## config.mk

```make
export PLATFORM = sky130hd
export DESIGN_NAME = bis_blend
export DESIGN_NICKNAME = d
export VERILOG_FILES = /design/src/hdl/bilinear_image_scaler_unit_defines.svh /design/src/hdl/bis_pkg.sv /design/src/hdl/bis_blend.sv
export SDC_FILE = /design/constraint.sdc
export NUM_CORES = 2
export LEC_CHECK = 0
export BUFFER_PORTS_ARGS = -buffer_cell sky130_fd_sc_hd__buf_4
export CAP_MARGIN = 25
export CORE_ASPECT_RATIO = 1.5
export CORE_MARGIN = 2
export CORE_UTILIZATION = 41
export CTS_CLUSTER_DIAMETER = 80
export DETAILED_ROUTE_END_ITERATION = 10
export GPL_ROUTABILITY_DRIVEN = 0
export HOLD_SLACK_MARGIN = 0.1
export PLACE_DENSITY_LB_ADDON = 0.25
export SYNTH_ARGS = -nofsm -noshare
export SYNTH_HDL_FRONTEND = slang
export SYNTH_SLANG_ARGS = --single-unit
```

## constraint.sdc

```tcl
create_clock -name clk -period 9.1 [get_ports clk]
set_input_delay 1.365 -clock clk [delete_from_list [all_inputs] [get_ports clk]]
set_output_delay 1.365 -clock clk [all_outputs]
set_load 0.02 [all_outputs]
```

## src/hdl/bilinear_image_scaler_unit_defines.svh

```systemverilog
// Assertion macros shared by the bilinear scaler RTL.
`ifndef BILINEAR_IMAGE_SCALER_UNIT_DEFINES_SVH
`define BILINEAR_IMAGE_SCALER_UNIT_DEFINES_SVH

// Checks a property on every clock edge outside reset.
`define BIS_ASSERT(lbl, prop, msg) \
  lbl: assert property (@(posedge clk) disable iff (!rst_n) (prop)) \
    else $error(msg);

// Checks that a condition in one cycle implies another in the next cycle.
`define BIS_ASSERT_NEXT(lbl, ante, cons, msg) \
  lbl: assert property (@(posedge clk) disable iff (!rst_n) (ante) |=> (cons)) \
    else $error(msg);

`endif

```

## src/hdl/bis_pkg.sv

```systemverilog
// Shared constants, codes and control types of the bilinear scaler.
package bis_pkg;

  localparam int PIX_W      = 8;
  localparam int CFG_DIM_W  = 9;
  localparam int STEP_W     = 24;
  localparam int CFG_IDX_W  = 2;

  localparam int MAX_SRC_DIM_DEF = 256;
  localparam int MAX_DST_DIM_DEF = 1024;
  localparam int FRAC_BITS_DEF   = 16;

  localparam logic [PIX_W-1:0] PIX_MAX = 8'hFF;

  localparam logic [CFG_DIM_W-1:0] WIDTH_RST  = 9'd256;
  localparam logic [CFG_DIM_W-1:0] HEIGHT_RST = 9'd256;
  localparam logic [STEP_W-1:0]    STEP_RST   = 24'd65536;
  localparam logic                 ROUND_RST  = 1'b0;

  // Item kinds.
  localparam logic KIND_LOAD = 1'b0;
  localparam logic KIND_REQ  = 1'b1;

  // Configuration register indexes.
  localparam logic [CFG_IDX_W-1:0] CFG_SRC_WIDTH  = 2'd0;
  localparam logic [CFG_IDX_W-1:0] CFG_SRC_HEIGHT = 2'd1;
  localparam logic [CFG_IDX_W-1:0] CFG_STEP       = 2'd2;
  localparam logic [CFG_IDX_W-1:0] CFG_ROUND      = 2'd3;

  // Neighbor read order: top-left, top-right, bottom-left, bottom-right.
  localparam logic [1:0] NB_00 = 2'd0;
  localparam logic [1:0] NB_01 = 2'd1;
  localparam logic [1:0] NB_10 = 2'd2;
  localparam logic [1:0] NB_11 = 2'd3;

  typedef struct packed {
    logic mul_en;
    logic clamp_en;
    logic shift_en;
    logic top_en;
    logic bot_en;
    logic acc0_en;
    logic acc1_en;
  } bis_ctl_t;

endpackage

```

## src/hdl/bis_blend.sv

```systemverilog
// Four-neighbor weighted blend with truncation or round half up.
module bis_blend import bis_pkg::*; #(
  parameter int FRAC_BITS = FRAC_BITS_DEF
) (
  input  logic                 clk,
  input  bis_ctl_t             ctl_i,
  input  logic [PIX_W-1:0]     rd_data_i,
  input  logic [FRAC_BITS-1:0] fx_i,
  input  logic [FRAC_BITS-1:0] fy_i,
  input  logic                 round_i,
  output logic [PIX_W-1:0]     pixel_o
);

  localparam int W_W    = FRAC_BITS + 1;
  localparam int PROD_W = PIX_W + W_W;
  localparam int TOP_W  = PIX_W + FRAC_BITS;
  localparam int ACC_W  = PIX_W + 2 * FRAC_BITS + 1;
  localparam int VAL_W  = ACC_W - 2 * FRAC_BITS;

  localparam logic [W_W-1:0]   ONE_W = W_W'(1) << FRAC_BITS;
  localparam logic [ACC_W-1:0] HALF  = ACC_W'(1) << (2 * FRAC_BITS - 1);

  logic [PIX_W-1:0]  p_r [4];
  logic [TOP_W-1:0]  top_r, bot_r;
  logic [ACC_W-1:0]  acc_r;
  logic [W_W-1:0]    wx0, wx1, wy0, wy1;
  logic [PROD_W-1:0] row_sum;
  logic [VAL_W-1:0]  val;

  assign wx1 = W_W'(fx_i);
  assign wx0 = ONE_W - wx1;
  assign wy1 = W_W'(fy_i);
  assign wy0 = ONE_W - wy1;

  // One row blend unit, shared by the top row and then the bottom row.
  always_comb begin
    if (ctl_i.top_en) begin
      row_sum = PROD_W'(p_r[0]) * PROD_W'(wx0) + PROD_W'(p_r[1]) * PROD_W'(wx1);
    end else begin
      row_sum = PROD_W'(p_r[2]) * PROD_W'(wx0) + PROD_W'(p_r[3]) * PROD_W'(wx1);
    end
  end

  always_ff @(posedge clk) begin
    // Neighbors arrive in read order; after four shifts the first sits in p_r[0].
    if (ctl_i.shift_en) begin
      p_r[0] <= p_r[1];
      p_r[1] <= p_r[2];
      p_r[2] <= p_r[3];
      p_r[3] <= rd_data_i;
    end
    if (ctl_i.top_en) begin
      top_r <= TOP_W'(row_sum);
    end
    if (ctl_i.bot_en) begin
      bot_r <= TOP_W'(row_sum);
    end
    if (ctl_i.acc0_en) begin
      acc_r <= ACC_W'(top_r) * ACC_W'(wy0);
    end else if (ctl_i.acc1_en) begin
      acc_r <= acc_r + ACC_W'(bot_r) * ACC_W'(wy1) + (round_i ? HALF : '0);
    end
  end

  assign val     = acc_r[ACC_W-1:2*FRAC_BITS];
  assign pixel_o = (val > VAL_W'(PIX_MAX)) ? PIX_MAX : val[PIX_W-1:0];

endmodule

```

==> results summary <==
The setup slack after placement came out at -0.367 ns. The share of the Yosys chip area taken by registers is 0.0761. The number of enable-type register cells in the synthesized netlist came out at 121.

The via-per-instance ratio came out at around 5.0. The number of primary I/O pins is 57. The antenna violation net count after detailed routing is 0. The area enclosed by the die boundary is 119,000 um2. The clock buffer count from CTS is 17.

For this design, the CTS-stage hold fixing added 0 buffers. For the pin with the worst max-slew slack, the measured transition is 1.04 ns. The global routing usage summed across all routing layers came out at 0.225.

The number of synthesized register bits is 121. The half-perimeter wire length after placement is about 110,000 um. The total non-filler cell area in the finished layout came out at 51,800 um2. The initial detailed-routing violation count came out at around 1,600. After floorplanning, the core was sized to cover roughly 120,000 um2. The pin count of the biggest net entering global routing is 62. The number of port buffers is 54.

STA classifies the critical path startpoint as an input port. The clock tree buffer depth came out at 2. The largest individual stage delay along the critical path comes from the cell or4_4. The total grt overflow is 0. The worst clock skew on the final layout is about 0.012 ns. Dividing the synthesized area by the synthesized cell count gives 9.00 um2. The wire length after detailed routing is 126,000 um. The synthesis warning total is 0. The data required time of the critical path is 9.36 ns. TritonCTS built the clock tree.

The later-pin clock latency in the skew report came out at about 0.53 ns. After clock tree synthesis, the clock-pin slew on the worst setup and hold paths is 0.06 ns. The most used flip-flop cell after synthesis is edfxtp_1. The highest attainable clock frequency is between 100 and 150 MHz. The detailed-route via count is 34,834. The initial core utilization came out at 0.412. The number of violations of the max-capacitance limit came out at 0. The number of global-route vias before repair came out at 39,322. The number of failing setup endpoints in the final timing report came out at 0.

Setup repair after global routing left no endpoint under its margin. The footprint of the flip-flops and latches is 3630 um2. The headroom to the max-slew limit is 0.298. The first global-routing pass estimated about 210,000 um of wire. The detailed-route wire length per cell is 18.3 um. The die boundary width is between 200 and 300 um.

The worst hold-check path type is register to register. The number of unique standard cell types used by synthesis came out at about 80. STA classifies the critical path endpoint as a register. Counting every net in the synthesized netlist gives 6,851. The number of antenna violations at the first check in global routing was 5. The CTS sink count is 121.

The time the final worst path needs with I/O delays and setup is 8.72 ns. The clock tree synthesis step divided the H-tree into 4 levels. The largest total area in the synthesized netlist belongs to fa_1. The arrival time at the worst endpoint is approximately 9.0 ns. The share of flip-flops with an asynchronous set or reset came out at 0. In the routed design, unresolved DRC markers number 0. The total number of placement rows came out at 153.

The area growth from synthesis to layout is 8.44%. The die is 422 um tall. Ranked by total cell area, the synthesized netlist is headed by fa_1 (46%), ha_1 (10%), inv_1 (9.8%), nand2_1 (7.6%), edfxtp_1 (7.6%).

The clock root buffer master is clkbuf_16. The area share of the largest cell type after synthesis came out at 0.462. The final-stage net count came out at 6,898. The type of the worst setup path is input port to register. The max-slew violation total from the final report came out at 0. The instance area after placement is 51,000 um2. The length of the first detailed-routing pass in iterations is 5. Across all setup checks in the final design, the least slack found is 0.383 ns. In this run the cell area of the synthesized design comes to 47,700 um2.

The final count of hold timing violations is 0. Of the cells placed in the final design, the portion with a size suffix greater than 1 is 0.0712. The largest single stage delay on the critical path is a little under 0.6 ns.

The flow ran to the end, and the final reports show no timing, DRC or antenna violations. The layout has 11,430 filler cells. The ratio of final minimum period to clock period is 0.958. The area of the multi-input gates is 38,600 um2.

The number of instances in the synthesized netlist came out at 5,305. The top fanout value on the critical path is 11.
==> critical path: cells and delay by family <==
kind	cells	cell delay, ns
adders and majority gates	7	3.25
and+or+nand+nor	7	1.74
AOI/OAI and AO/OA	7	1.24
buffers and inverters	10	1.19
xor gates and xnor gates	1	0.17
==> sequential cells by signal, indices dropped and copies added, names as in the netlist <==
signal / cells
p_r: 32
acc_r: 41
top_r: 24
bot_r: 24
==> per-layer routing <==
metal  vias to the layer above  GRT usage  share of wire
met5                         -          0       0.000079
met4                         2     0.0938          0.042
met3                       247     0.0198          0.028
met2                       700      0.442           0.57
met1                     18171      0.241           0.36
li1                      15714          -              -
==> cells in the final DEF (no fill, tap or decap), types with 5 or more instances in the layout <==
master,netlist,routed
o22ai_1,5,5
nand2_1,973,973
or3_1,13,13
o21ai_0,75,75
a211oi_1,16,16
nor2_1,86,85
nand3_1,22,22
ha_1,395,395
nor2b_1,17,17
a21o_1,41,41
edfxtp_1,121,121
o21bai_1,12,12
nor3_1,24,22
o31ai_1,7,6
mux2_2,8,8
xnor2_1,81,73
inv_1,1249,1249
nand3b_1,5,5
and2_1,443,443
fa_1,1102,1102
xnor2_2,0,6
nand4_1,14,14
buf_4,0,275
xor2_1,55,50
nand2b_1,17,17
a31oi_1,13,13
a21oi_1,106,105
xor2_2,0,5
clkbuf_16,0,17
o21a_1,22,22
and3_1,8,7
or2_2,13,13
o21ai_1,16,16
buf_12,0,11
==> area by class of cell <==
| cell class | count | area share |
|---|---|---|
| Sequential cell | 121 | 0.0702 |
| Tap cell | 1550 | 0.0375 |
| Timing Repair Buffer | 287 | 0.0443 |
| Clock buffer | 18 | 0.00829 |
| Multi-Input combinational cell | 3675 | 0.746 |
| Clock inverter | 14 | 0.00283 |
| Antenna cell | 1 | 0.0000483 |
| Inverter | 1250 | 0.0906 |
==> worst paths after layout <==
kind	slack [ns]	cells after the start	to	startpoint
max	0.38	32	acc_r[38]$_DFFE_PP_	fy_i[5]
min	0.71	3	acc_r[0]$_DFFE_PP_	acc_r[0]$_DFFE_PP_
max reg2reg	1.83	20	acc_r[40]$_DFFE_PP_	bot_r[16]$_DFFE_PP_
min reg2reg	0.71	3	acc_r[0]$_DFFE_PP_	acc_r[0]$_DFFE_PP_
==> what timing repair did <==
action / in CTS / in global routing
setup endpoints to repair: 0 / 21
buffers inserted: 0 / 3
resized for setup: 0 / 20
==> per-stage QoR <==
| stage | utilization | hold slack, ns | std cells | TNS [ns] |
|---|---|---|---|---|
| floorplan | - | 0.424 | 5305 | 0 |
| global placement | 0.441 | 0.699 | 6880 | -5.14 |
| detailed placement | 0.441 | 0.698 | 6880 | -5.72 |
| CTS | 0.446 | 0.718 | 6912 | 0 |
| global route | 0.447 | 0.757 | 6916 | 0 |
| finish | 0.447 | 0.709 | 6916 | 0 |
==> cell families (layout without fill, tap and decap cells) <==
| family | Yosys count | in the layout | share of synthesized area |
|---|---|---|---|
| AO/OA/AOI/OAI | 367 | 367 | 0.0489 |
| XOR/XNOR | 136 | 136 | 0.0249 |
| adder cells (fa/ha/maj) | 1497 | 1497 | 0.566 |
| buffers and inverters | 1509 | 1569 | 0.119 |
| flip-flops | 121 | 121 | 0.0761 |
| multiplexers | 15 | 15 | 0.00341 |
| other | 0 | 1 | 0 |
| AND/OR/NAND/NOR | 1660 | 1660 | 0.162 |
==> cell usage after synthesis, types with 21 or more instances <==
cell type,instances
clkbuf_1,233
nand2_1,973
inv_1,1249
o21a_1,22
and2_1,443
buf_1,21
o21ai_0,75
edfxtp_1,121
a21o_1,41
ha_1,395
nor3_1,24
xnor2_1,81
fa_1,1102
nand3_1,22
a21oi_1,106
nor2_1,86
xor2_1,55
Power is left out: the tool's default activity adds up to more than one toggle a clock period on the data nets, which glitch-free logic cannot reach.
