$ cat src/hdl/bilinear_image_scaler_unit_defines.svh
// Assertion macros shared by the bilinear scaler RTL.
`ifndef BILINEAR_IMAGE_SCALER_UNIT_DEFINES_SVH
`define BILINEAR_IMAGE_SCALER_UNIT_DEFINES_SVH

// Checks a property on every clock edge outside reset.
`define BIS_ASSERT(lbl, prop, msg) \
  lbl: assert property (@(posedge clk) disable iff (!rst_n) (prop)) \
    else $error(msg);

// Checks that a condition in one cycle implies another in the next cycle.
`define BIS_ASSERT_NEXT(lbl, ante, cons, msg) \
  lbl: assert property (@(posedge clk) disable iff (!rst_n) (ante) |=> (cons)) \
    else $error(msg);

`endif

$ cat src/hdl/bis_pkg.sv
// Shared constants, codes and control types of the bilinear scaler.
package bis_pkg;

  localparam int PIX_W      = 8;
  localparam int CFG_DIM_W  = 9;
  localparam int STEP_W     = 24;
  localparam int CFG_IDX_W  = 2;

  localparam int MAX_SRC_DIM_DEF = 256;
  localparam int MAX_DST_DIM_DEF = 1024;
  localparam int FRAC_BITS_DEF   = 16;

  localparam logic [PIX_W-1:0] PIX_MAX = 8'hFF;

  localparam logic [CFG_DIM_W-1:0] WIDTH_RST  = 9'd256;
  localparam logic [CFG_DIM_W-1:0] HEIGHT_RST = 9'd256;
  localparam logic [STEP_W-1:0]    STEP_RST   = 24'd65536;
  localparam logic                 ROUND_RST  = 1'b0;

  // Item kinds.
  localparam logic KIND_LOAD = 1'b0;
  localparam logic KIND_REQ  = 1'b1;

  // Configuration register indexes.
  localparam logic [CFG_IDX_W-1:0] CFG_SRC_WIDTH  = 2'd0;
  localparam logic [CFG_IDX_W-1:0] CFG_SRC_HEIGHT = 2'd1;
  localparam logic [CFG_IDX_W-1:0] CFG_STEP       = 2'd2;
  localparam logic [CFG_IDX_W-1:0] CFG_ROUND      = 2'd3;

  // Neighbor read order: top-left, top-right, bottom-left, bottom-right.
  localparam logic [1:0] NB_00 = 2'd0;
  localparam logic [1:0] NB_01 = 2'd1;
  localparam logic [1:0] NB_10 = 2'd2;
  localparam logic [1:0] NB_11 = 2'd3;

  typedef struct packed {
    logic mul_en;
    logic clamp_en;
    logic shift_en;
    logic top_en;
    logic bot_en;
    logic acc0_en;
    logic acc1_en;
  } bis_ctl_t;

endpackage

$ cat src/hdl/bis_addr_gen.sv
// Source position mapping, border clamping and neighbor address selection.
module bis_addr_gen import bis_pkg::*; #(
  parameter int MAX_SRC_DIM = MAX_SRC_DIM_DEF,
  parameter int MAX_DST_DIM = MAX_DST_DIM_DEF,
  parameter int FRAC_BITS   = FRAC_BITS_DEF,
  localparam int SIDX_W     = $clog2(MAX_SRC_DIM),
  localparam int DST_W      = $clog2(MAX_DST_DIM)
) (
  input  logic                   clk,
  input  bis_ctl_t               ctl_i,
  input  logic [DST_W-1:0]       dst_col_i,
  input  logic [DST_W-1:0]       dst_row_i,
  input  logic [STEP_W-1:0]      step_i,
  input  logic [CFG_DIM_W-1:0]   width_i,
  input  logic [CFG_DIM_W-1:0]   height_i,
  input  logic [1:0]             nb_sel_i,
  output logic [2*SIDX_W-1:0]    rd_addr_o,
  output logic [FRAC_BITS-1:0]   fx_o,
  output logic [FRAC_BITS-1:0]   fy_o
);

  localparam int POS_W = DST_W + STEP_W;
  localparam int IX_W  = POS_W - FRAC_BITS;
  localparam int CMP_W = (IX_W + 1 > SIDX_W) ? IX_W + 1 : SIDX_W;

  logic [POS_W-1:0]     posx_r, posy_r;
  logic [SIDX_W-1:0]    x0_r, x1_r, y0_r, y1_r;
  logic [FRAC_BITS-1:0] fx_r, fy_r;
  logic [SIDX_W-1:0]    last_x, last_y;
  logic [IX_W-1:0]      ix, iy;

  // Last usable index for a size register; zero acts as one, oversize as the store size.
  function automatic logic [SIDX_W-1:0] last_of(input logic [CFG_DIM_W-1:0] d);
    logic [SIDX_W-1:0] res;
    if (d == '0) begin
      res = '0;
    end else if (32'(d) > 32'(MAX_SRC_DIM)) begin
      res = SIDX_W'(MAX_SRC_DIM - 1);
    end else begin
      res = SIDX_W'(d - CFG_DIM_W'(1));
    end
    return res;
  endfunction

  function automatic logic [SIDX_W-1:0] clamp_idx(input logic [CMP_W-1:0] i,
                                                  input logic [SIDX_W-1:0] last);
    logic [SIDX_W-1:0] res;
    if (i > CMP_W'(last)) begin
      res = last;
    end else begin
      res = SIDX_W'(i);
    end
    return res;
  endfunction

  assign last_x = last_of(width_i);
  assign last_y = last_of(height_i);
  assign ix     = posx_r[POS_W-1:FRAC_BITS];
  assign iy     = posy_r[POS_W-1:FRAC_BITS];

  always_ff @(posedge clk) begin
    if (ctl_i.mul_en) begin
      posx_r <= POS_W'(dst_col_i) * POS_W'(step_i);
      posy_r <= POS_W'(dst_row_i) * POS_W'(step_i);
    end
    if (ctl_i.clamp_en) begin
      x0_r <= clamp_idx(CMP_W'(ix), last_x);
      x1_r <= clamp_idx(CMP_W'(ix) + CMP_W'(1), last_x);
      y0_r <= clamp_idx(CMP_W'(iy), last_y);
      y1_r <= clamp_idx(CMP_W'(iy) + CMP_W'(1), last_y);
      fx_r <= posx_r[FRAC_BITS-1:0];
      fy_r <= posy_r[FRAC_BITS-1:0];
    end
  end

  always_comb begin
    case (nb_sel_i)
      NB_00:   rd_addr_o = {y0_r, x0_r};
      NB_01:   rd_addr_o = {y0_r, x1_r};
      NB_10:   rd_addr_o = {y1_r, x0_r};
      NB_11:   rd_addr_o = {y1_r, x1_r};
      default: rd_addr_o = {y0_r, x0_r};
    endcase
  end

  assign fx_o = fx_r;
  assign fy_o = fy_r;

endmodule

$ cat config.mk
export PLATFORM = sky130hd
export DESIGN_NAME = bis_addr_gen
export DESIGN_NICKNAME = d
export VERILOG_FILES = /design/src/hdl/bilinear_image_scaler_unit_defines.svh /design/src/hdl/bis_pkg.sv /design/src/hdl/bis_addr_gen.sv
export SDC_FILE = /design/constraint.sdc
export NUM_CORES = 1
export LEC_CHECK = 0
export ABC_AREA = 1
export BUFFER_PORTS_ARGS = -buffer_cell sky130_fd_sc_hd__buf_4
export CAP_MARGIN = 20
export CORE_MARGIN = 2
export CORE_UTILIZATION = 58
export DETAILED_ROUTE_END_ITERATION = 7
export PLACE_DENSITY = 0.79
export SLEW_MARGIN = 30
export SYNTH_ARGS = -nofsm -noshare
export SYNTH_HDL_FRONTEND = slang
export SYNTH_SLANG_ARGS = --single-unit
$ cat constraint.sdc
create_clock -name clk -period 5.2 [get_ports clk]
set_input_delay 0.26 -clock clk [delete_from_list [all_inputs] [get_ports clk]]
set_output_delay 0.26 -clock clk [all_outputs]
set_load 0.02 [all_outputs]
==> results of run 1 <==
[metrics by stage]
step / area [sq um] / hold slack [ns] / total power, uW / instances / setup slack [ns]
final: 24850 / 0.3201 / 15570 / 3471 / 0.3690
after detailed placement: 24230 / 0.4045 / 14130 / 3439 / 0.02745
after CTS: 24850 / 0.3035 / 15470 / 3471 / 0.4562
after floorplan: 22680 / 0.3725 / 10800 / 2852 / 0.3119
after global placement: 24230 / 0.4004 / 13920 / 3439 / 0.07205
after global routing: 24850 / 0.3228 / 17380 / 3471 / 0.1593
[logic make-up (layout without fill, tap and decap cells)]
logic type / count (synthesis) / count (layout) / synth area share
fa+ha+maj: 524 / 524 / 0.4042
mux: 16 / 16 / 0.007943
xor+xnor: 71 / 71 / 0.02857
buf+inv: 811 / 912 / 0.1343
flops: 132 / 132 / 0.1748
simple gates: 1093 / 1093 / 0.2009
compound gates: 205 / 205 / 0.04926
[worst max path at each step]
stage / start / end / slack (ns) / cells after the start
2_1_floorplan: dst_row_i[3] / posy_r[30]$_DFFE_PP_ / 0.31 / 20
3_3_place_gp: step_i[11] / posx_r[27]$_DFFE_PP_ / 0.07 / 18
3_5_place_dp: step_i[11] / posx_r[27]$_DFFE_PP_ / 0.03 / 18
4_1_cts: step_i[11] / posx_r[27]$_DFFE_PP_ / 0.46 / 18
5_1_grt: step_i[7] / posx_r[33]$_DFFE_PP_ / 0.16 / 23
6_report: step_i[11] / posx_r[27]$_DFFE_PP_ / 0.37 / 18
[final cells by class]
class                           instances  area, sq um  share of cell area
Tap cell                              518        648.1             0.02608
Inverter                              719         2699              0.1086
Timing Repair Buffer                  161         1246             0.05015
Clock buffer                           17        425.4             0.01712
Multi-Input combinational cell       1909        15670              0.6307
Sequential cell                       132         3964              0.1595
Clock inverter                         15        195.2            0.007855
[power by group through the flow]
stage	Clock, uW	Sequential (uW)	Combinational, uW
2_1_floorplan	0	2340	8450
3_5_place_dp	0	2360	11800
6_report	1250	2340	12000
5_1_grt	1310	2390	13700
4_1_cts	1270	2340	11900
3_3_place_gp	0	2340	11600
[state kept, by name (all words and copies together) (netlist names)]
register and count:
fy_o 16, fx_o 16, x1_r 8, posx_r 34
y1_r 8, y0_r 8, posy_r 34, x0_r 8
[cell usage after synthesis, types with 2 or more instances]
cell type	instances	share of area
sky130_fd_sc_hd__o21a_1	4	0.0013
sky130_fd_sc_hd__buf_2	2	0.00044
sky130_fd_sc_hd__mux2_2	16	0.0079
sky130_fd_sc_hd__nor2_4	5	0.0025
sky130_fd_sc_hd__o21bai_1	15	0.0050
sky130_fd_sc_hd__nor2_8	3	0.0026
sky130_fd_sc_hd__nand4_1	25	0.0069
sky130_fd_sc_hd__xnor2_1	16	0.0062
sky130_fd_sc_hd__ha_1	176	0.097
sky130_fd_sc_hd__a21oi_1	94	0.021
sky130_fd_sc_hd__nor2_2	10	0.0028
sky130_fd_sc_hd__a31oi_1	3	0.00083
sky130_fd_sc_hd__edfxtp_1	132	0.17
sky130_fd_sc_hd__nand2_2	8	0.0022
sky130_fd_sc_hd__nand2_1	800	0.13
sky130_fd_sc_hd__fa_1	348	0.31
sky130_fd_sc_hd__nand3_1	89	0.020
sky130_fd_sc_hd__xor2_1	53	0.020
sky130_fd_sc_hd__nor3_1	21	0.0046
sky130_fd_sc_hd__o21ai_0	74	0.016
sky130_fd_sc_hd__nand3b_1	6	0.0020
sky130_fd_sc_hd__nor4_1	9	0.0025
sky130_fd_sc_hd__inv_2	3	0.00050
sky130_fd_sc_hd__nor2_1	105	0.017
sky130_fd_sc_hd__inv_1	716	0.12
sky130_fd_sc_hd__a21o_1	7	0.0023
sky130_fd_sc_hd__a21boi_0	4	0.0013
sky130_fd_sc_hd__nand3_2	7	0.0031
sky130_fd_sc_hd__clkbuf_1	90	0.015
[worst register-to-register path, delay by kind of cell, from the launching register on]
family	cells	cell delay, ns
XOR/XNOR	1	0.25
flip-flops	1	0.51
buffers and inverters	1	0.05
adder cells (fa/ha/maj)	2	0.59
AND/OR/NAND/NOR	13	1.42
[layer usage]
layer | GRT usage | wire length, microns | vias up
met2 | 0.4601 | 25060 | 684
met3 | 0.03612 | 3823 | 85
met5 | 0 | 0 | -
met4 | 0.08771 | 1377 | 0
li1 | - | - | 8717
met1 | 0.3979 | 23850 | 8833
==> results.sh, run 1 <==
export IMPL_outcome="completed"
export IMPL_cts_clk_slew_worst_paths_ns=0.06
export IMPL_finClkSkew_ns=0.009364
export IMPL_p_leak_uw=0.01418
export IMPL_regToRegEndpoint="x1_r[7]$_DFFE_PP_"
export IMPL_reg2reg_slack_ns=2.15
export IMPL_core_area_sq_mm=0.03865
export IMPL_worstSetupPathType="input pin to register"
export IMPL_power_per_cell_area_mw_per_mm2=626.5
export IMPL_design_portCount=120
export IMPL_worst_path_dominant_cell_family="adder cells"
export IMPL_post_cts_hold_buffer_count=0
export IMPL_ys_warn_count=0
export IMPL_cp_arrival_ns=5.08
export IMPL_total_switching_power_uw=8385
export IMPL_report_final_hold_viol_count=0
export IMPL_cts_root_buffer="sky130_fd_sc_hd__clkbuf_16"
export IMPL_cts_setup_buffers=0
export IMPL_cp_required_ns=5.44
export IMPL_postSynthRegisterBits=132
export IMPL_drt_first_pass_iters=6
export IMPL_ys_flop_type="sky130_fd_sc_hd__edfxtp_1"
export IMPL_grt_antenna_before_repair=0
export IMPL_cts_htree_levels=4
export IMPL_drt_antenna_violating_nets=0
export IMPL_largest_net_degree_at_the_start_of_global_routing=69
export IMPL_min_period_ns=4.831
export IMPL_timing_final_crit_share=0.9290
export IMPL_cts_resized=0
export IMPL_synth_edff_count=132
export IMPL_chipWidth_microns=201.8
export IMPL_clock_fmax_ghz=0.2070
export IMPL_timing_critical_path_cells="buf_4, buf_4, nand2_1, fa_1, inv_1, fa_1, fa_1, fa_1, inv_1, fa_1, inv_1, ha_1, nand2_1, o21ai_0, a21oi_1, or2_2, nand3_1, xor2_1"
export IMPL_fin_nets=3536
export IMPL_min_delay_path_class="input pin to register"
export IMPL_seqPwrFrac=0.150
export IMPL_grt_util_all_layers=0.2828
export IMPL_std_cell_rows=72
export IMPL_crit_fanout=17
export IMPL_max_cap_viol_count=0
export IMPL_worst_skew_pair_late_latency_ns=0.43
export IMPL_portion_of_total_power_attributed_to_combinational_logic=0.769
export IMPL_remaining_drc_errors=0
export IMPL_min_from="dst_row_i[0]"
export IMPL_p_sw_frac=0.5386
export IMPL_worstSetupStartpointType="input pin"
export IMPL_fraction_of_power_consumed_by_the_clock_network=0.080
export IMPL_num_vias=18319
export IMPL_layout_drive_gt1_share=0.08534
export IMPL_cts_made_buffers=17
export IMPL_syn_avg_cell_area_sq_um=7.953
export IMPL_ir_worst_vdd_uv=452.8
export IMPL_fin_tns_setup_ns=0
export IMPL_vias_per_cell=5.278
export IMPL_cp_buffers_inverters=5
export IMPL_clock_path_buffers=2
export IMPL_io_buffers=114
export IMPL_grt_pass1_wl_microns=92710
export IMPL_timing_slew_headroom=0.3931
export IMPL_netlist_area_sq_mm=0.02268
export IMPL_fp_dieArea_sq_mm=0.04071
export IMPL_power_report_internal_total_uw=7182
export IMPL_worst_r2r_path_depth=17
export IMPL_insertedDiodeCount=0
export IMPL_initial_core_util=0.5869
export IMPL_gpl_final_weighted_congestion=0.9321
export IMPL_overflow=0
export IMPL_hold_end="posy_r[0]$_DFFE_PP_"
export IMPL_most_common_layout_cells="sky130_fd_sc_hd__nand2_1, sky130_fd_sc_hd__inv_1, sky130_fd_sc_hd__fa_1"
export IMPL_timing_hold_worst_path_depth=3
export IMPL_ys_seq_area_frac=0.1748
export IMPL_timing_worst_slew_pin_value_ns=0.9103
export IMPL_synth_fp_nets=3448
export IMPL_route_detailed_wl_per_inst_microns=15.59
export IMPL_crit_path_end_kind="register"
export IMPL_fp_dieH_microns=201.8
export IMPL_drtIter0Drc=1320
export IMPL_final_setup_viol_count=0
export IMPL_finish_utilization=0.6430
export IMPL_unrepaired_setup_endpoints_after_global_routing="no"
export IMPL_synth_cells=2852
export IMPL_cts_tree="yes"
export IMPL_mostFrequentLayoutCell="sky130_fd_sc_hd__nand2_1"
export IMPL_clock_sinks=132
export IMPL_worst_r2r_startpoint="posx_r[16]$_DFFE_PP_"
export IMPL_fill_cells=3278
export IMPL_critical_path_slowest_cell="sky130_fd_sc_hd__fa_1"
export IMPL_yosys_cell_types_count=40
export IMPL_crit_top_cell="sky130_fd_sc_hd__fa_1"
export IMPL_areaGrowthSynthToFinish_pct=9.554
export IMPL_critPathMaxStageDelay_ns=0.52
export IMPL_drt_total_wl_microns=54110
export IMPL_via_count_of_the_first_global_routing_pass=19027
export IMPL_ys_async_sr_fraction=0
export IMPL_dp_final_hpwl_microns=44580
export IMPL_final_max_slew_viol_count=0
(Power assumes the default switching activity.)
==> inputs of run 2 (changes only) <==
--- a/config.mk
+++ b/config.mk
@@ -11,7 +11,7 @@
 export CORE_MARGIN = 2
 export CORE_UTILIZATION = 58
 export DETAILED_ROUTE_END_ITERATION = 7
-export PLACE_DENSITY = 0.79
+export PLACE_DENSITY = 0.88
 export SLEW_MARGIN = 30
 export SYNTH_ARGS = -nofsm -noshare
 export SYNTH_HDL_FRONTEND = slang
==> results.sh, run 2 (synthesis gave the netlist of run 1 again) <==
export IMPL_outcome="completed"
export IMPL_min_period_ns=4.795
export IMPL_timing_worst_slew_pin_value_ns=0.9468
export IMPL_worst_r2r_path_depth=18
export IMPL_num_vias=18733
export IMPL_vias_per_cell=5.424
export IMPL_cts_resized=0
export IMPL_std_cell_rows=72
export IMPL_critPathMaxStageDelay_ns=0.55
export IMPL_cp_required_ns=5.39
export IMPL_dp_final_hpwl_microns=44380
export IMPL_post_cts_hold_buffer_count=0
export IMPL_worst_r2r_startpoint="posy_r[16]$_DFFE_PP_"
export IMPL_biggestRegsByFlops="posx_r x34, posy_r x34"
export IMPL_worstSetupPathType="input pin to register"
export IMPL_chipWidth_microns=201.8
export IMPL_design_portCount=120
export IMPL_report_final_hold_viol_count=0
export IMPL_crit_top_cell="sky130_fd_sc_hd__fa_1"
export IMPL_regToRegEndpoint="y1_r[2]$_DFFE_PP_"
export IMPL_cts_tree="yes"
export IMPL_crit_path_end_kind="register"
export IMPL_cts_clk_slew_worst_paths_ns=0.06
export IMPL_drtIter0Drc=1570
export IMPL_core_area_sq_mm=0.03865
export IMPL_fin_tns_setup_ns=0
export IMPL_drt_first_pass_iters=6
export IMPL_mostFrequentLayoutCell="sky130_fd_sc_hd__nand2_1"
export IMPL_reg2reg_slack_ns=2.29
export IMPL_remaining_drc_errors=0
export IMPL_clock_sinks=132
export IMPL_grt_pass1_wl_microns=92730
export IMPL_via_count_of_the_first_global_routing_pass=19689
export IMPL_route_detailed_wl_per_inst_microns=15.73
export IMPL_grt_util_all_layers=0.2812
export IMPL_power_per_cell_area_mw_per_mm2=633.1
export IMPL_min_delay_path_class="input pin to register"
export IMPL_post_route_cell_area_sq_mm=0.02468
export IMPL_crit_fanout=24
export IMPL_drt_total_wl_microns=54340
export IMPL_cts_made_buffers=17
export IMPL_clock_fmax_ghz=0.2086
export IMPL_cts_root_buffer="sky130_fd_sc_hd__clkbuf_16"
export IMPL_critical_path_slowest_cell="sky130_fd_sc_hd__fa_1"
export IMPL_fp_dieArea_sq_mm=0.04071
export IMPL_most_common_layout_cells="sky130_fd_sc_hd__nand2_1, sky130_fd_sc_hd__inv_1, sky130_fd_sc_hd__fa_1"
export IMPL_overflow=0
export IMPL_unrepaired_setup_endpoints_after_global_routing="no"
export IMPL_areaGrowthSynthToFinish_pct=8.826
export IMPL_grt_antenna_before_repair=3
export IMPL_timing_final_crit_share=0.9220
export IMPL_gpl_final_weighted_congestion=0.9569
export IMPL_initial_core_util=0.5869
export IMPL_cts_setup_buffers=0
export IMPL_path_depth=19
export IMPL_worstSetupStartpointType="input pin"
export IMPL_cp_arrival_ns=4.99
export IMPL_io_buffers=114
export IMPL_cp_endpoint="posy_r[30]$_DFFE_PP_"
export IMPL_p_leak_uw=0.01408
export IMPL_largest_net_degree_at_the_start_of_global_routing=69
export IMPL_fin_hold_ws_ns=0.3080
export IMPL_timing_slew_headroom=0.3688
export IMPL_fp_dieH_microns=201.8
export IMPL_cp_buffers_inverters=4
export IMPL_layout_drive_gt1_share=0.07941
export IMPL_worst_skew_pair_late_latency_ns=0.44
export IMPL_fin_nets=3517
export IMPL_finClkSkew_ns=0.009955
export IMPL_cts_htree_levels=4
export IMPL_worst_path_dominant_cell_family="adder cells"
export IMPL_timing_critical_path_cells="buf_4, nand2_1, inv_1, fa_1, fa_1, fa_1, fa_1, inv_1, fa_1, inv_1, ha_1, a21oi_1, o21ai_0, a21oi_1, nor2_1, nor3_1, nand2_1, nand2_1, nand2_1"
export IMPL_final_max_slew_viol_count=0
export IMPL_max_cap_viol_count=0
export IMPL_drt_antenna_violating_nets=0
export IMPL_timing_critical_path_from="dst_row_i[5]"
export IMPL_placed_cell_area_sq_mm=0.02407
export IMPL_final_setup_viol_count=0
export IMPL_ir_worst_vdd_uv=505.8
export IMPL_clock_path_buffers=2
-- run 2: cell count changes in the layout (fill, tap and decap cells not counted), sizes merged --
cell | previous run | this run
clkinv | 4 | 9
diode | 0 | 2
buf | 161 | 142
inv | 727 | 722
-- run 2: cell type report --
type	count	area [sq um]
repair buffers	142	1091
fillers	3094	13960
inverters	719	2699
clock buffers	17	425.4
well taps	518	648.1
clock inverters	15	180.2
diodes	2	5.005
multi-input cells	1909	15670
flip-flops and latches	132	3964
-- run 2: worst min-delay path by stage --
| stage | startpoint | cells past startpoint | endpoint |
|---|---|---|---|
| after detailed placement | posy_r[9]$_DFFE_PP_ | 0 | fy_o[9]$_DFFE_PP_ |
| after global placement | posy_r[2]$_DFFE_PP_ | 0 | fy_o[2]$_DFFE_PP_ |
| after global routing | dst_col_i[0] | 3 | posx_r[0]$_DFFE_PP_ |
| after CTS | dst_col_i[0] | 3 | posx_r[0]$_DFFE_PP_ |
| final | dst_col_i[0] | 3 | posx_r[0]$_DFFE_PP_ |
| after floorplan | ctl_i[5] | 0 | fx_o[0]$_DFFE_PP_ |
-- run 2: metal layers --
metal  vias to the layer above  global-route usage  wire length, microns
met5                         -                   0                     9
met4                         2             0.09375                  1326
met3                       123             0.05167                  4906
met2                       880              0.4538                 25110
met1                      9049              0.3853                 22980
li1                       8679                   -                     -
-- run 2: report_power, final --
part	leakage (uW)	switching, uW	total (uW)	internal (uW)
Sequential	0.00127	280	2350	2070
Clock	0.000302	475	1230	756
Combinational	0.0125	7760	12000	4290
Total	0.0141	8510	15600	7110
-- run 2: worst register-to-register path, delay by kind of cell, from the launching register on --
kind                     cells  cell delay (ns)
AND/OR/NAND/NOR             13             1.30
adder cells (fa/ha/maj)      2             0.54
AO/OA/AOI/OAI                2             0.36
flip-flops                   1             0.42
buffers and inverters        1             0.04
-- run 2: per-stage QoR --
stage / power (uW) / worst slack (ns) / instances / util
2_1_floorplan: 10800 / 0.3119 / 2852 / -
3_3_place_gp: 13900 / 0.1471 / 3420 / 0.6229
3_5_place_dp: 14190 / 0.02850 / 3420 / 0.6229
4_1_cts: 15500 / 0.4862 / 3452 / 0.6386
5_1_grt: 17310 / 0.1825 / 3452 / 0.6386
6_report: 15630 / 0.4054 / 3454 / 0.6387
